--- config.mk ---
export PLATFORM = sky130hd
export DESIGN_NAME = msp_frame_deframer_core
export DESIGN_NICKNAME = d
export VERILOG_FILES = /design/src/hw/rtl/mfd_pkg.sv /design/src/hw/rtl/mfd_frame_fsm.sv /design/src/hw/rtl/mfd_out_reg.sv /design/src/hw/rtl/msp_frame_deframer_core.sv
export SDC_FILE = /design/constraint.sdc
export NUM_CORES = 1
export LEC_CHECK = 0
export BUFFER_PORTS_ARGS = -buffer_cell sky130_fd_sc_hd__buf_4
export CAP_MARGIN = 25
export CORE_ASPECT_RATIO = 1.2
export CORE_MARGIN = 2
export CORE_UTILIZATION = 42
export CTS_BUF_LIST = sky130_fd_sc_hd__clkbuf_2
export DETAILED_ROUTE_END_ITERATION = 8
export PLACE_DENSITY = 0.6
export SETUP_SLACK_MARGIN = 0.15
export SLEW_MARGIN = 10
export SYNTH_ARGS = -nofsm -noshare
export SYNTH_HDL_FRONTEND = slang
export SYNTH_HIERARCHICAL = 1
export SYNTH_SLANG_ARGS = --single-unit
--- constraint.sdc ---
create_clock -name i_clk -period 3.5 [get_ports i_clk]
set_clock_uncertainty 0.1 [all_clocks]
set_input_delay 0.35 -clock i_clk [delete_from_list [all_inputs] [get_ports i_clk]]
set_output_delay 0.35 -clock i_clk [all_outputs]
set_load 0.02 [all_outputs]
--- src/hw/rtl/mfd_pkg.sv ---
// Shared types and constants for the MSP frame deframer.
// No dependencies; used by every module of the deframer.
`timescale 1ns / 1ps

package mfd_pkg;

    localparam logic [7:0] HDR_START = 8'h24;   // '$'
    localparam logic [7:0] HDR_PROTO = 8'h4D;   // 'M'
    localparam logic [7:0] HDR_DIR   = 8'h3E;   // '>'

    localparam int unsigned BODY_XOR_LEN = 12;
    localparam int unsigned BODY_IDX_W   = 4;

    // Frame phase: three header phases, twelve body phases, checksum phase.
    typedef enum logic [3:0] {
        PH_HUNT_START = 4'd0,
        PH_HUNT_PROTO = 4'd1,
        PH_HUNT_DIR   = 4'd2,
        PH_BODY0      = 4'd3,
        PH_BODY1      = 4'd4,
        PH_BODY2      = 4'd5,
        PH_BODY3      = 4'd6,
        PH_BODY4      = 4'd7,
        PH_BODY5      = 4'd8,
        PH_BODY6      = 4'd9,
        PH_BODY7      = 4'd10,
        PH_BODY8      = 4'd11,
        PH_BODY9      = 4'd12,
        PH_BODY10     = 4'd13,
        PH_BODY11     = 4'd14,
        PH_CHECKSUM   = 4'd15
    } t_phase;

    typedef struct packed {
        logic [7:0]         length_field;
        logic [7:0]         command_code;
        logic signed [15:0] word_zero;
        logic signed [15:0] word_one;
        logic signed [15:0] word_two;
        logic signed [15:0] word_three;
        logic signed [15:0] word_four;
        logic               checksum_ok;
    } t_result;

endpackage

--- src/hw/rtl/mfd_frame_fsm.sv ---
// Header hunt, body capture and running XOR for the MSP frame deframer.
// Depends on mfd_pkg.
`timescale 1ns / 1ps

module mfd_frame_fsm (
    input  logic             i_clk,
    input  logic             i_rst_n,
    input  logic             i_step,
    input  logic [7:0]       i_byte,
    output logic             o_last,
    output mfd_pkg::t_result o_result
);

    mfd_pkg::t_phase r_phase;
    mfd_pkg::t_phase n_phase;
    logic [7:0]      r_xor;
    logic [7:0]      n_xor;
    logic [7:0]      r_body [mfd_pkg::BODY_XOR_LEN];
    logic [mfd_pkg::BODY_IDX_W-1:0] body_idx;
    logic            is_body;

    assign body_idx = mfd_pkg::BODY_IDX_W'(r_phase - mfd_pkg::PH_BODY0);
    assign is_body  = (r_phase >= mfd_pkg::PH_BODY0) && (r_phase != mfd_pkg::PH_CHECKSUM);
    assign o_last   = (r_phase == mfd_pkg::PH_CHECKSUM);

    always_comb begin
        n_phase = r_phase;
        n_xor   = r_xor;
        unique case (r_phase)
            mfd_pkg::PH_HUNT_START: begin
                n_phase = (i_byte == mfd_pkg::HDR_START) ? mfd_pkg::PH_HUNT_PROTO
                                                          : mfd_pkg::PH_HUNT_START;
            end
            mfd_pkg::PH_HUNT_PROTO: begin
                if (i_byte == mfd_pkg::HDR_PROTO) begin
                    n_phase = mfd_pkg::PH_HUNT_DIR;
                end else begin
                    n_phase = (i_byte == mfd_pkg::HDR_START) ? mfd_pkg::PH_HUNT_PROTO
                                                              : mfd_pkg::PH_HUNT_START;
                end
            end
            mfd_pkg::PH_HUNT_DIR: begin
                if (i_byte == mfd_pkg::HDR_DIR) begin
                    n_phase = mfd_pkg::PH_BODY0;
                    n_xor   = 8'd0;
                end else begin
                    n_phase = (i_byte == mfd_pkg::HDR_START) ? mfd_pkg::PH_HUNT_PROTO
                                                              : mfd_pkg::PH_HUNT_START;
                end
            end
            mfd_pkg::PH_CHECKSUM: begin
                n_phase = mfd_pkg::PH_HUNT_START;
                n_xor   = 8'd0;
            end
            default: begin
                // body bytes: advance one phase, fold byte into the XOR
                n_phase = mfd_pkg::t_phase'(r_phase + 4'd1);
                n_xor   = r_xor ^ i_byte;
            end
        endcase
    end

    always_ff @(posedge i_clk) begin
        if (!i_rst_n) begin
            r_phase <= mfd_pkg::PH_HUNT_START;
            r_xor   <= 8'd0;
        end else if (i_step) begin
            r_phase <= n_phase;
            r_xor   <= n_xor;
        end
    end

    always_ff @(posedge i_clk) begin
        if (i_step && is_body) begin
            r_body[body_idx] <= i_byte;
        end
    end

    always_comb begin
        o_result.length_field = r_body[0];
        o_result.command_code = r_body[1];
        o_result.word_zero    = {r_body[3],  r_body[2]};
        o_result.word_one     = {r_body[5],  r_body[4]};
        o_result.word_two     = {r_body[7],  r_body[6]};
        o_result.word_three   = {r_body[9],  r_body[8]};
        o_result.word_four    = {r_body[11], r_body[10]};
        o_result.checksum_ok  = (r_xor == i_byte);
    end

endmodule

--- src/hw/rtl/mfd_out_reg.sv ---
// Result register of the MSP frame deframer: holds one frame until taken.
// Depends on mfd_pkg.
`timescale 1ns / 1ps

module mfd_out_reg (
    input  logic             i_clk,
    input  logic             i_rst_n,
    input  logic             i_load,
    input  mfd_pkg::t_result i_result,
    input  logic             i_out_ready,
    output logic             o_free,
    output logic             o_out_valid,
    output mfd_pkg::t_result o_result
);

    logic             r_valid;
    mfd_pkg::t_result r_result;

    // slot is free if empty or being drained this cycle
    assign o_free = !r_valid || i_out_ready;

    always_ff @(posedge i_clk) begin
        if (!i_rst_n) begin
            r_valid <= 1'b0;
        end else if (i_load) begin
            r_valid <= 1'b1;
        end else if (i_out_ready) begin
            r_valid <= 1'b0;
        end
    end

    always_ff @(posedge i_clk) begin
        if (i_load) begin
            r_result <= i_result;
        end
    end

    assign o_out_valid = r_valid;
    assign o_result    = r_result;

endmodule

--- src/hw/rtl/msp_frame_deframer_core.sv ---
// MSP frame deframer, top level: input register, frame logic, result register.
// Depends on mfd_pkg, mfd_frame_fsm and mfd_out_reg.
//
// Usage:
//   Feed received serial bytes on i_rx_byte with i_in_valid / o_in_ready.
//   The block hunts '$','M','>' and then collects a 13-byte body (length,
//   command, 10 payload bytes, checksum). On the checksum byte it presents
//   one result on the output channel (o_out_valid / i_out_ready): length,
//   command, five little-endian signed words and checksum_ok. The payload
//   is delivered even when the checksum fails.
// Timing:
//   One byte per cycle while no checksum byte waits for a full result register.
//   The checksum byte passes the input register, then the result is registered.
// Reset:
//   Synchronous, active low; clears both registers' valid flags, the frame
//   phase (back to hunting '$') and the running XOR.
// Stall:
//   Bytes that make no result keep flowing while a result waits. Only a
//   checksum byte waits in the input register for the result register to
//   free up, and then o_in_ready drops.
`timescale 1ns / 1ps

module msp_frame_deframer_core (
    input  logic               i_clk,
    input  logic               i_rst_n,
    input  logic               i_in_valid,
    output logic               o_in_ready,
    input  logic [7:0]         i_rx_byte,
    output logic               o_out_valid,
    input  logic               i_out_ready,
    output logic [7:0]         o_length_field,
    output logic [7:0]         o_command_code,
    output logic signed [15:0] o_word_zero,
    output logic signed [15:0] o_word_one,
    output logic signed [15:0] o_word_two,
    output logic signed [15:0] o_word_three,
    output logic signed [15:0] o_word_four,
    output logic               o_checksum_ok
);

    logic             r_in_valid;
    logic [7:0]       r_in_byte;
    logic             step;
    logic             last;
    logic             out_free;
    mfd_pkg::t_result fsm_result;
    mfd_pkg::t_result out_result;

    // a held byte is consumed unless it closes a frame and the slot is full
    assign step       = r_in_valid && (!last || out_free);
    assign o_in_ready = !r_in_valid || step;

    always_ff @(posedge i_clk) begin
        if (!i_rst_n) begin
            r_in_valid <= 1'b0;
        end else if (o_in_ready) begin
            r_in_valid <= i_in_valid;
        end
    end

    always_ff @(posedge i_clk) begin
        if (o_in_ready && i_in_valid) begin
            r_in_byte <= i_rx_byte;
        end
    end

    mfd_frame_fsm u_fsm (
        .i_clk    (i_clk),
        .i_rst_n  (i_rst_n),
        .i_step   (step),
        .i_byte   (r_in_byte),
        .o_last   (last),
        .o_result (fsm_result)
    );

    mfd_out_reg u_out (
        .i_clk       (i_clk),
        .i_rst_n     (i_rst_n),
        .i_load      (step && last),
        .i_result    (fsm_result),
        .i_out_ready (i_out_ready),
        .o_free      (out_free),
        .o_out_valid (o_out_valid),
        .o_result    (out_result)
    );

    assign o_length_field = out_result.length_field;
    assign o_command_code = out_result.command_code;
    assign o_word_zero    = out_result.word_zero;
    assign o_word_one     = out_result.word_one;
    assign o_word_two     = out_result.word_two;
    assign o_word_three   = out_result.word_three;
    assign o_word_four    = out_result.word_four;
    assign o_checksum_ok  = out_result.checksum_ok;

endmodule
==> results of run 1 <==
power by group through the flow:
stage                     Clock, µW  Combinational (µW)  Sequential (µW)
after global placement            0                79.0             2900
after detailed placement          0                81.0             2900
after CTS                      1490                91.9             2840
after global routing           1620                 100             2850
final                          1430                91.7             2840
after floorplan                   0                40.2             2890
kinds of logic after synthesis:
group           count (synthesis)  synth area share, %
flops                         215                 88.1
simple gates                   70                 6.00
compound gates                 36                 3.77
buf+inv                        12                0.663
fa+ha+maj                       7                 1.22
xor+xnor                        1                0.122
mux                             1                0.140
routing by layer:
metal | wire [µm] | global-route usage [%] | vias up
met5 | 0 | 0 | -
met4 | 184 | 6.42 | 0
met3 | 799 | 4.00 | 16
met2 | 6850 | 24.8 | 115
met1 | 5180 | 17.3 | 1719
li1 | - | - | 1719
flip-flops by register name, summed over array words and instances (netlist names):
register           cells
u_out/o_result        97
u_fsm/r_body          96
r_in_byte              8
u_fsm/r_xor            8
u_fsm/r_phase          4
r_in_valid             1
u_out/o_out_valid      1
worst max path at each step:
stage,startpoint,to,slack [ns],cells after the start
3_5_place_dp,u_fsm/r_phase[0],u_fsm/r_body[9][4],0.78,6
2_1_floorplan,u_fsm/r_phase[1],u_out/o_result[0],0.60,5
6_report,u_fsm/r_phase[1],u_fsm/r_body[11][7],0.74,6
5_1_grt,u_fsm/r_phase[1],u_fsm/r_body[5][1],0.52,6
3_3_place_gp,u_fsm/r_phase[0],u_fsm/r_body[9][4],0.88,6
4_1_cts,u_fsm/r_phase[0],u_fsm/r_body[11][3],0.76,6
cell type report:
class                      instances  area (µm²)
sequential                       215        6320
inverter                           8        30.0
fill                            1371        7920
multi-input combinational        115         811
timing repair buffer             130        1020
clock inverter                    11        51.3
clock buffer                      73         365
tap                              216         270
placed cells by master, fill, tap and decap left out, types with 3 or more instances in the layout:
master / synthesis / final
a21o_1: 8 / 8
clkbuf_2: 0 / 73
ha_1: 7 / 7
o21ai_0: 3 / 3
dlygate4sd3_1: 0 / 12
nor3_1: 4 / 4
inv_1: 8 / 8
nor2_1: 12 / 12
clkinv_1: 0 / 7
nand2b_1: 17 / 17
nor2b_1: 3 / 3
edfxtp_1: 201 / 201
buf_4: 0 / 117
a21oi_1: 11 / 11
nand3_1: 6 / 6
and2_1: 4 / 4
nand2_1: 6 / 6
dfxtp_1: 14 / 14
timing repair:
item | 4_1_cts | 5_1_grt
hold endpoints to repair | 22 | 0
hold buffers | 12 | 0
buffers inserted | 0 | 0
worst register-to-register path, cell delays in order, from the launching register on:
cell and delay [ns]:
dfxtp_1 0.40, ha_1 0.31, nand3_1 0.18, inv_1 0.11
a21boi_0 0.44, nand2_1 0.22, nor2b_1 0.61
through the flow:
stage | cells | util (%) | hold WS (ns) | total power, µW
after detailed placement | 672 | 49.6 | 0.305 | 2980
after global placement | 672 | 49.6 | 0.304 | 2980
after CTS | 768 | 52.8 | 0.152 | 4430
after global routing | 768 | 52.8 | 0.151 | 4560
after floorplan | 342 | - | 0.300 | 2930
final | 768 | 52.8 | 0.242 | 4360
==> flow_summary_export.csv, run 1 <==
group,metric,value,unit
synthesis,syn_nets,361,
synthesis,synthArstFlopShare,0,%
grt,grt_pass1_vias,3657,
sta,finalSetupViolCount,0,
finish,final_layout_size_suffix_gt1_share,37.1,%
clocking,cts_tree,"built",
worst_setup_path,timing.reg2reg.setup_slack,0.74,ns
finish,diodes,0,
worst_setup_path,criticalPathCategory,"flip-flop to flip-flop",
clocking,clk_pin_slew_worst_paths,0.11,ns
drt,firstDrtPassIters,4,
power_and_ir_drop,vdd_drop_max,0.212,mV
clocking,cts_sinks,215,
placement,place_congestion,0.801,
flow_run,maxCapViolations,0,
worst_setup_path,cpPeakStageDelay,0.61,ns
worst_setup_path,rr_endpoint,"u_fsm/r_body[11][7]",
floorplan,dieArea,18100,µm²
worst_setup_path,arrival,2.99,ns
sta,slew_headroom,47.6,%
worst_setup_path,cp_top_family,"simple AND/OR/NAND/NOR gates",
clocking,clockBufferDepth,3,
synthesis,synth_cells,342,
drt,wl_per_cell,16.9,µm
sta,fin_crit_sh,78.9,%
power_and_ir_drop,switching_share,22.0,%
floorplan,coreArea,16800,µm²
sta,tns,0,ns
worst_setup_path,cp_slowest_cell,"nor2b_1",
floorplan,rows,52,
placement,post_dp_cell_area,8330,µm²
finish,final_cell_area,8860,µm²
grt,grt_pass1_wl,19.6,mm
sta,rsz0062_at_grt,"no",
sta,hold_viol,0,
sta,worstMarginPinSlew,0.786,ns
synthesis,seq_area_frac_synth,88.1,%
power_and_ir_drop,p_seq_share,65.1,%
synthesis,ys_seq_elements,215,
drt,drt-vias-per-instance,4.65,
clocking,cts-htree-levels,2,
power_and_ir_drop,internal_power,3400,µW
clocking,cts.root.buffer_cell,"clkbuf_2",
worst_setup_path,endpoint_kind,"flip-flop",
power_and_ir_drop,power_density,492,nW/µm²
synthesis,synthTopCellsByArea,"edfxtp_1, dfxtp_1, nand2b_1, ha_1, a21o_1",
sta,max_freq,0.362,GHz
grt,grt_max_degree,43,
worst_setup_path,path_cells,"ha_1 -> nand3_1 -> inv_1 -> a21boi_0 -> nand2_1 -> nor2b_1",
drt,drc,0,
power_and_ir_drop,clkPwrFrac,32.8,%
synthesis,syn_avg_cell_area,21.0,µm²
finish,nNetsFinal,537,
worst_setup_path,reg2reg_depth,6,
power_and_ir_drop,p_comb_share,2.1,%
worst_setup_path,path_buf_inv,1,
clocking,clkLatencyLatePin,0.73,ns
hold_path,hold_path_class,"input port to flip-flop",
drt,drtAntennaViolNets,0,
sta,fin_ws,0.739,ns
grt,antenna_found_initial,0,
synthesis,yosysMostFrequentCell,"edfxtp_1",
placement,place_ws,0.776,ns
worst_setup_path,critPathRequiredTime,3.73,ns
synthesis,syn-cell-area,7170,µm²
run_status,outcome,"complete, no violations",
sta,drv_slew,0,
floorplan,die_w,123,µm
placement,hpwl,8.02,mm
synthesis,synth_cell_types,45,
drt,vias,3569,
worst_setup_path,critPathMaxFanout,8,
grt,track_usage,14.6,%
synthesis,yosysTopAreaCell,"edfxtp_1",
worst_setup_path,timing.rr.start,"u_fsm/r_phase[1]",
power_and_ir_drop,p_leak,0.00324,µW
clocking,cts_buffers,48,
sta,post-route-min-period,2.76,ns
worst_setup_path,crit_path_start_kind,"flip-flop",
power_and_ir_drop,p_sw,961,µW
placement,port-buffer-count,110,
drt,routed_wl,13.0,mm
synthesis,ys.flop_type,"edfxtp_1",
hold_path,min_from,"i_rx_byte[3]",
floorplan,die_y,147,µm
clocking,cts_resized,0,
hold_path,holdPathStages,2,
synthesis,synth_common_cells,"edfxtp_1, nand2b_1, dfxtp_1",
floorplan,pin_count,111,
synthesis,synth_edf_count,201,
floorplan,start_util,42.7,%
synthesis,synth_warnings,6,
synthesis,synth_largest_type_area_fraction,84.2,%
drt,drt-initial-drc-count,276,
finish,syn2layout_area_growth,23.6,%
grt,grt_overflow,0,
hold_path,hold_end,"r_in_byte[3]",
(Power assumes the default switching activity.)
==> inputs of run 2 (changes only) <==
Clock period 3.5 ns to 2.8 ns, I/O delays scaled along.
==> flow_summary_export.csv, run 2 (synthesized netlist as in run 1, its figures left out) <==
group,metric,value,unit
finish,final_layout_size_suffix_gt1_share,38.8,%
clocking,cts_sinks,215,
clocking,clk_pin_slew_worst_paths,0.13,ns
worst_setup_path,timing.reg2reg.setup_slack,0.54,ns
clocking,cts_tree,"built",
sta,rsz0062_at_grt,"no",
power_and_ir_drop,vdd_drop_max,0.234,mV
floorplan,die_y,147,µm
drt,drt-initial-drc-count,215,
finish,regArea,6320,µm²
sta,finalSetupViolCount,0,
grt,antenna_found_initial,1,
drt,routed_wl,12.7,mm
clocking,cts.root.buffer_cell,"clkbuf_2",
finish,final_util,53.5,%
grt,grt_overflow,0,
floorplan,rows,52,
drt,drtAntennaViolNets,0,
floorplan,coreArea,16800,µm²
clocking,post_cts_buffers,0,
finish,nFillCells,1391,
clocking,clockBufferDepth,3,
floorplan,die_w,123,µm
finish,nNetsFinal,551,
clocking,clkLatencyLatePin,0.69,ns
sta,fin_crit_sh,84.8,%
placement,dp_cells,687,
clocking,cts-htree-levels,2,
drt,drt-vias-per-instance,4.62,
worst_setup_path,critPathMaxFanout,8,
power_and_ir_drop,power_density,598,nW/µm²
drt,firstDrtPassIters,4,
clocking,cts_buffers,47,
worst_setup_path,critPathRequiredTime,2.42,ns
power_and_ir_drop,p_leak,0.00331,µW
floorplan,dieArea,18100,µm²
run_status,outcome,"complete, no violations",
finish,syn2layout_area_growth,25.2,%
grt,grt_pass1_vias,3668,
floorplan,pin_count,111,
worst_setup_path,endpoint_kind,"output pin",
sta,drv_slew,0,
grt,grt_pass1_wl,19.2,mm
finish,final_cell_area,8980,µm²
sta,worstMarginPinSlew,0.657,ns
sta,slew_headroom,56.2,%
finish,layout_common_cells,"edfxtp_1, buf_4, clkbuf_2",
placement,port-buffer-count,110,
worst_setup_path,crit_path_start_kind,"flip-flop",
sta,max_freq,0.421,GHz
drt,drc,0,
flow_run,maxCapViolations,0,
hold_path,hold_path_class,"input port to flip-flop",
grt,grt_max_degree,40,
finish,multiInputGateArea,823,µm²
sta,hold_viol,0,
placement,hpwl,8.06,mm
finish,largest_reg_flops,97,
placement,post_dp_cell_area,8460,µm²
finish,stdcell_count,781,
worst_setup_path,arrival,2.00,ns
worst_setup_path,criticalPathCategory,"flip-flop to output pin",
drt,vias,3612,
finish,mostFrequentLayoutCell,"edfxtp_1",
sta,tns,0,ns
grt,track_usage,14.3,%
sta,post-route-min-period,2.38,ns
drt,wl_per_cell,16.3,µm
floorplan,start_util,42.7,%
placement,place_congestion,0.758,
[run 2: cell count changes in the layout (fill, tap and decap cells not counted), sizes merged]
cell      previous run  this run
clkinvlp             2         0
clkinv               9        13
clkbuf              73        68
diode                0         1
buf                118       133
[run 2: final timing paths]
kind	startpoint	end	cells past startpoint
setup reg to reg	u_fsm/r_phase[0]	u_fsm/r_body[8][7]	8
setup / recovery	u_fsm/r_phase[0]	o_in_ready	5
hold reg to reg	u_fsm/r_body[0][6]	u_out/o_result[95]	0
hold / removal	i_rx_byte[1]	r_in_byte[1]	2
[run 2: worst max-delay path: stages (launching register included)]
cell      delay (ns)
dfxtp_2         0.41
ha_2            0.27
nand3_1         0.17
inv_1           0.17
nand3b_4        0.11
buf_4           0.17
[run 2: power by group]
group	internal [µW]	switching, µW	leakage, µW
logic	58.8	87.5	0.00107
clock network	646	1050	0.000310
registers	3510	18.5	0.00193
total	4210	1160	0.00331
[run 2: per-stage QoR]
| stage | worst slack, ns | power (µW) | hold WS, ns |
|---|---|---|---|
| after floorplan | 0.177 | 3660 | 0.279 |
| after global placement | 0.550 | 3730 | 0.302 |
| after detailed placement | 0.492 | 3730 | 0.305 |
| after CTS | 0.187 | 5450 | 0.132 |
| after global routing | 0.212 | 5620 | 0.111 |
| final | 0.425 | 5370 | 0.206 |
[run 2: final cells by class]
class | instances | share of cell area, %
flip-flops and latches | 215 | 70.4
repair buffers | 145 | 12.7
multi-input cells | 115 | 9.17
clock buffers | 68 | 3.79
well taps | 216 | 3.01
clock inverters | 13 | 0.585
inverters | 8 | 0.334
diodes | 1 | 0.0279
[run 2: routing by layer]
metal | vias to the layer above | share of wire (%) | GRT usage [%]
li1 | 1743 | - | -
met5 | - | 0 | 0
met4 | 0 | 2.2 | 6.48
met2 | 118 | 54 | 24.6
met1 | 1729 | 39 | 16.9
met3 | 22 | 5.0 | 3.26
[run 2: timing repair]
action	CTS	global route
endpoints found under the hold margin	23	0
hold buffers	12	0
setup endpoints to repair	0	1
resized for setup	0	3
==> inputs of run 3 (changes only) <==
Clock period 2.8 ns to 2.4 ns, I/O delays scaled along.
==> flow_summary_export.csv, run 3 (synthesized netlist as in run 1, its figures left out) <==
group,metric,value,unit
power_and_ir_drop,internal_power,5080,µW
worst_setup_path,critPathMaxFanout,7,
clocking,clockBufferDepth,3,
placement,port-buffer-count,110,
power_and_ir_drop,p_seq_share,63.7,%
sta,tns,0,ns
floorplan,pin_count,111,
power_and_ir_drop,power.total,6450,µW
placement,place_ws,0.148,ns
floorplan,die_y,147,µm
grt,track_usage,14.2,%
sta,finalSetupViolCount,0,
placement,hpwl,8.17,mm
sta,drv_slew,0,
worst_setup_path,endpoint_kind,"output pin",
power_and_ir_drop,p_sw,1380,µW
floorplan,rows,52,
clocking,cts_tree,"built",
worst_setup_path,critPathRequiredTime,2.06,ns
sta,fin_ws,0.291,ns
worst_setup_path,criticalPathCategory,"flip-flop to output pin",
grt,grtUsageMet1,16.3,%
finish,largest_reg_flops,97,
worst_setup_path,crit_path_start_kind,"flip-flop",
grt,gr-usage-met2,25.3,%
finish,layout_common_cells,"edfxtp_1, buf_4, clkbuf_2",
drt,drt-vias-per-instance,4.70,
drt,drtAntennaViolNets,0,
clocking,cts.root.buffer_cell,"clkbuf_2",
power_and_ir_drop,switching_share,21.3,%
floorplan,coreArea,16800,µm²
sta,worstMarginPinSlew,0.644,ns
clocking,clk_pin_slew_worst_paths,0.11,ns
sta,rsz0062_at_grt,"no",
run_status,outcome,"complete, no violations",
power_and_ir_drop,vdd_drop_max,0.275,mV
floorplan,dieArea,18100,µm²
drt,wl_per_cell,16.5,µm
worst_setup_path,arrival,1.77,ns
grt,antenna_found_initial,1,
placement,dp_cells,681,
clocking,cts_buffers,48,
clocking,cts_sinks,215,
drt,vias,3668,
grt,grt_pass1_wl,19.3,mm
finish,syn2layout_area_growth,26.6,%
finish,final_cell_area,9070,µm²
finish,final_layout_size_suffix_gt1_share,41.1,%
finish,nNetsFinal,550,
drt,firstDrtPassIters,4,
grt,grt_overflow,0,
drt,drt-initial-drc-count,271,
grt,grt_max_degree,58,
sta,fin_crit_sh,87.9,%
hold_path,hold_path_class,"input port to flip-flop",
power_and_ir_drop,clkPwrFrac,33.5,%
finish,stdcell_count,781,
hold_path,holdPathStages,2,
sta,post-route-min-period,2.11,ns
clocking,cts-htree-levels,2,
flow_run,maxCapViolations,0,
worst_setup_path,reg2reg_depth,6,
finish,mostFrequentLayoutCell,"edfxtp_1",
sta,slew_headroom,57.1,%
placement,place_congestion,0.793,
power_and_ir_drop,p_leak,0.00334,µW
clocking,clkLatencyLatePin,0.71,ns
sta,max_freq,0.474,GHz
drt,routed_wl,12.9,mm
power_and_ir_drop,p_comb_share,2.7,%
floorplan,start_util,42.7,%
drt,drc,0,
grt,gr-max-usage-layer,"met2",
floorplan,die_w,123,µm
grt,use_met3,3.30,%
sta,hold_viol,0,
power_and_ir_drop,power_density,711,nW/µm²
grt,grt_pass1_vias,3748,
placement,post_dp_cell_area,8440,µm²
==> run 3: changes by cell type in the layout (fill, tap and decap cells not counted), sizes merged <==
cell,change
buf,-2
inv,+1
clkinvlp,+1
bufinv,+1
clkbuf,+6
clkinv,-7
==> run 3: final timing paths <==
check / start / endpoint / slack (ns)
setup / recovery: u_fsm/r_phase[0] / o_in_ready / 0.29
hold / removal: i_rx_byte[0] / r_in_byte[0] / 0.16
hold reg to reg: u_fsm/r_body[2][5] / u_out/o_result[70] / 0.30
setup reg to reg: u_fsm/r_phase[0] / u_fsm/r_body[10][7] / 0.34
==> run 3: layer usage <==
metal | part of all wire [%] | wire length, µm
met5 | 0 | 0
met4 | 1.5 | 195
met3 | 5.9 | 756
met2 | 54 | 7010
met1 | 38 | 4930
==> run 3: per-stage QoR <==
step / utilization, % / hold slack, ns
detailed placement: 50.3 / 0.305
global placement: 50.3 / 0.303
finish: 54.1 / 0.159
floorplan: - / 0.239
global route: 54.1 / 0.101
CTS: 53.6 / 0.100
==> run 3: worst max-delay path, stage by stage, from the launching register on <==
cell and delay (ns):
dfxtp_4 0.39, ha_2 0.22, nand3_4 0.11, inv_4 0.12, nand3b_4 0.09, buf_4 0.17
==> run 3: power by group through the flow <==
stage / registers [µW] / clock network (µW) / logic (µW)
2_1_floorplan: 4210 / 0 / 59.7
3_3_place_gp: 4200 / 0 / 155
3_5_place_dp: 4200 / 0 / 159
4_1_cts: 4120 / 2250 / 175
5_1_grt: 4120 / 2420 / 194
6_report: 4110 / 2160 / 177
==> run 3: cell type report <==
type / instances / area [µm²]
flip-flops and latches: 215 / 6320
diodes: 1 / 2.50
fillers: 1413 / 7710
well taps: 216 / 270
clock inverters: 9 / 65.1
clock buffers: 74 / 370
inverters: 8 / 32.5
multi-input cells: 115 / 882
repair buffers: 143 / 1130
==> run 3: what timing repair did <==
action	CTS	global route
buffers inserted	1	3
cloned	0	0
pin swaps	1	1
setup endpoints to repair	6	69
hold endpoints to repair	25	0
hold buffers	12	0
resized for setup	0	8
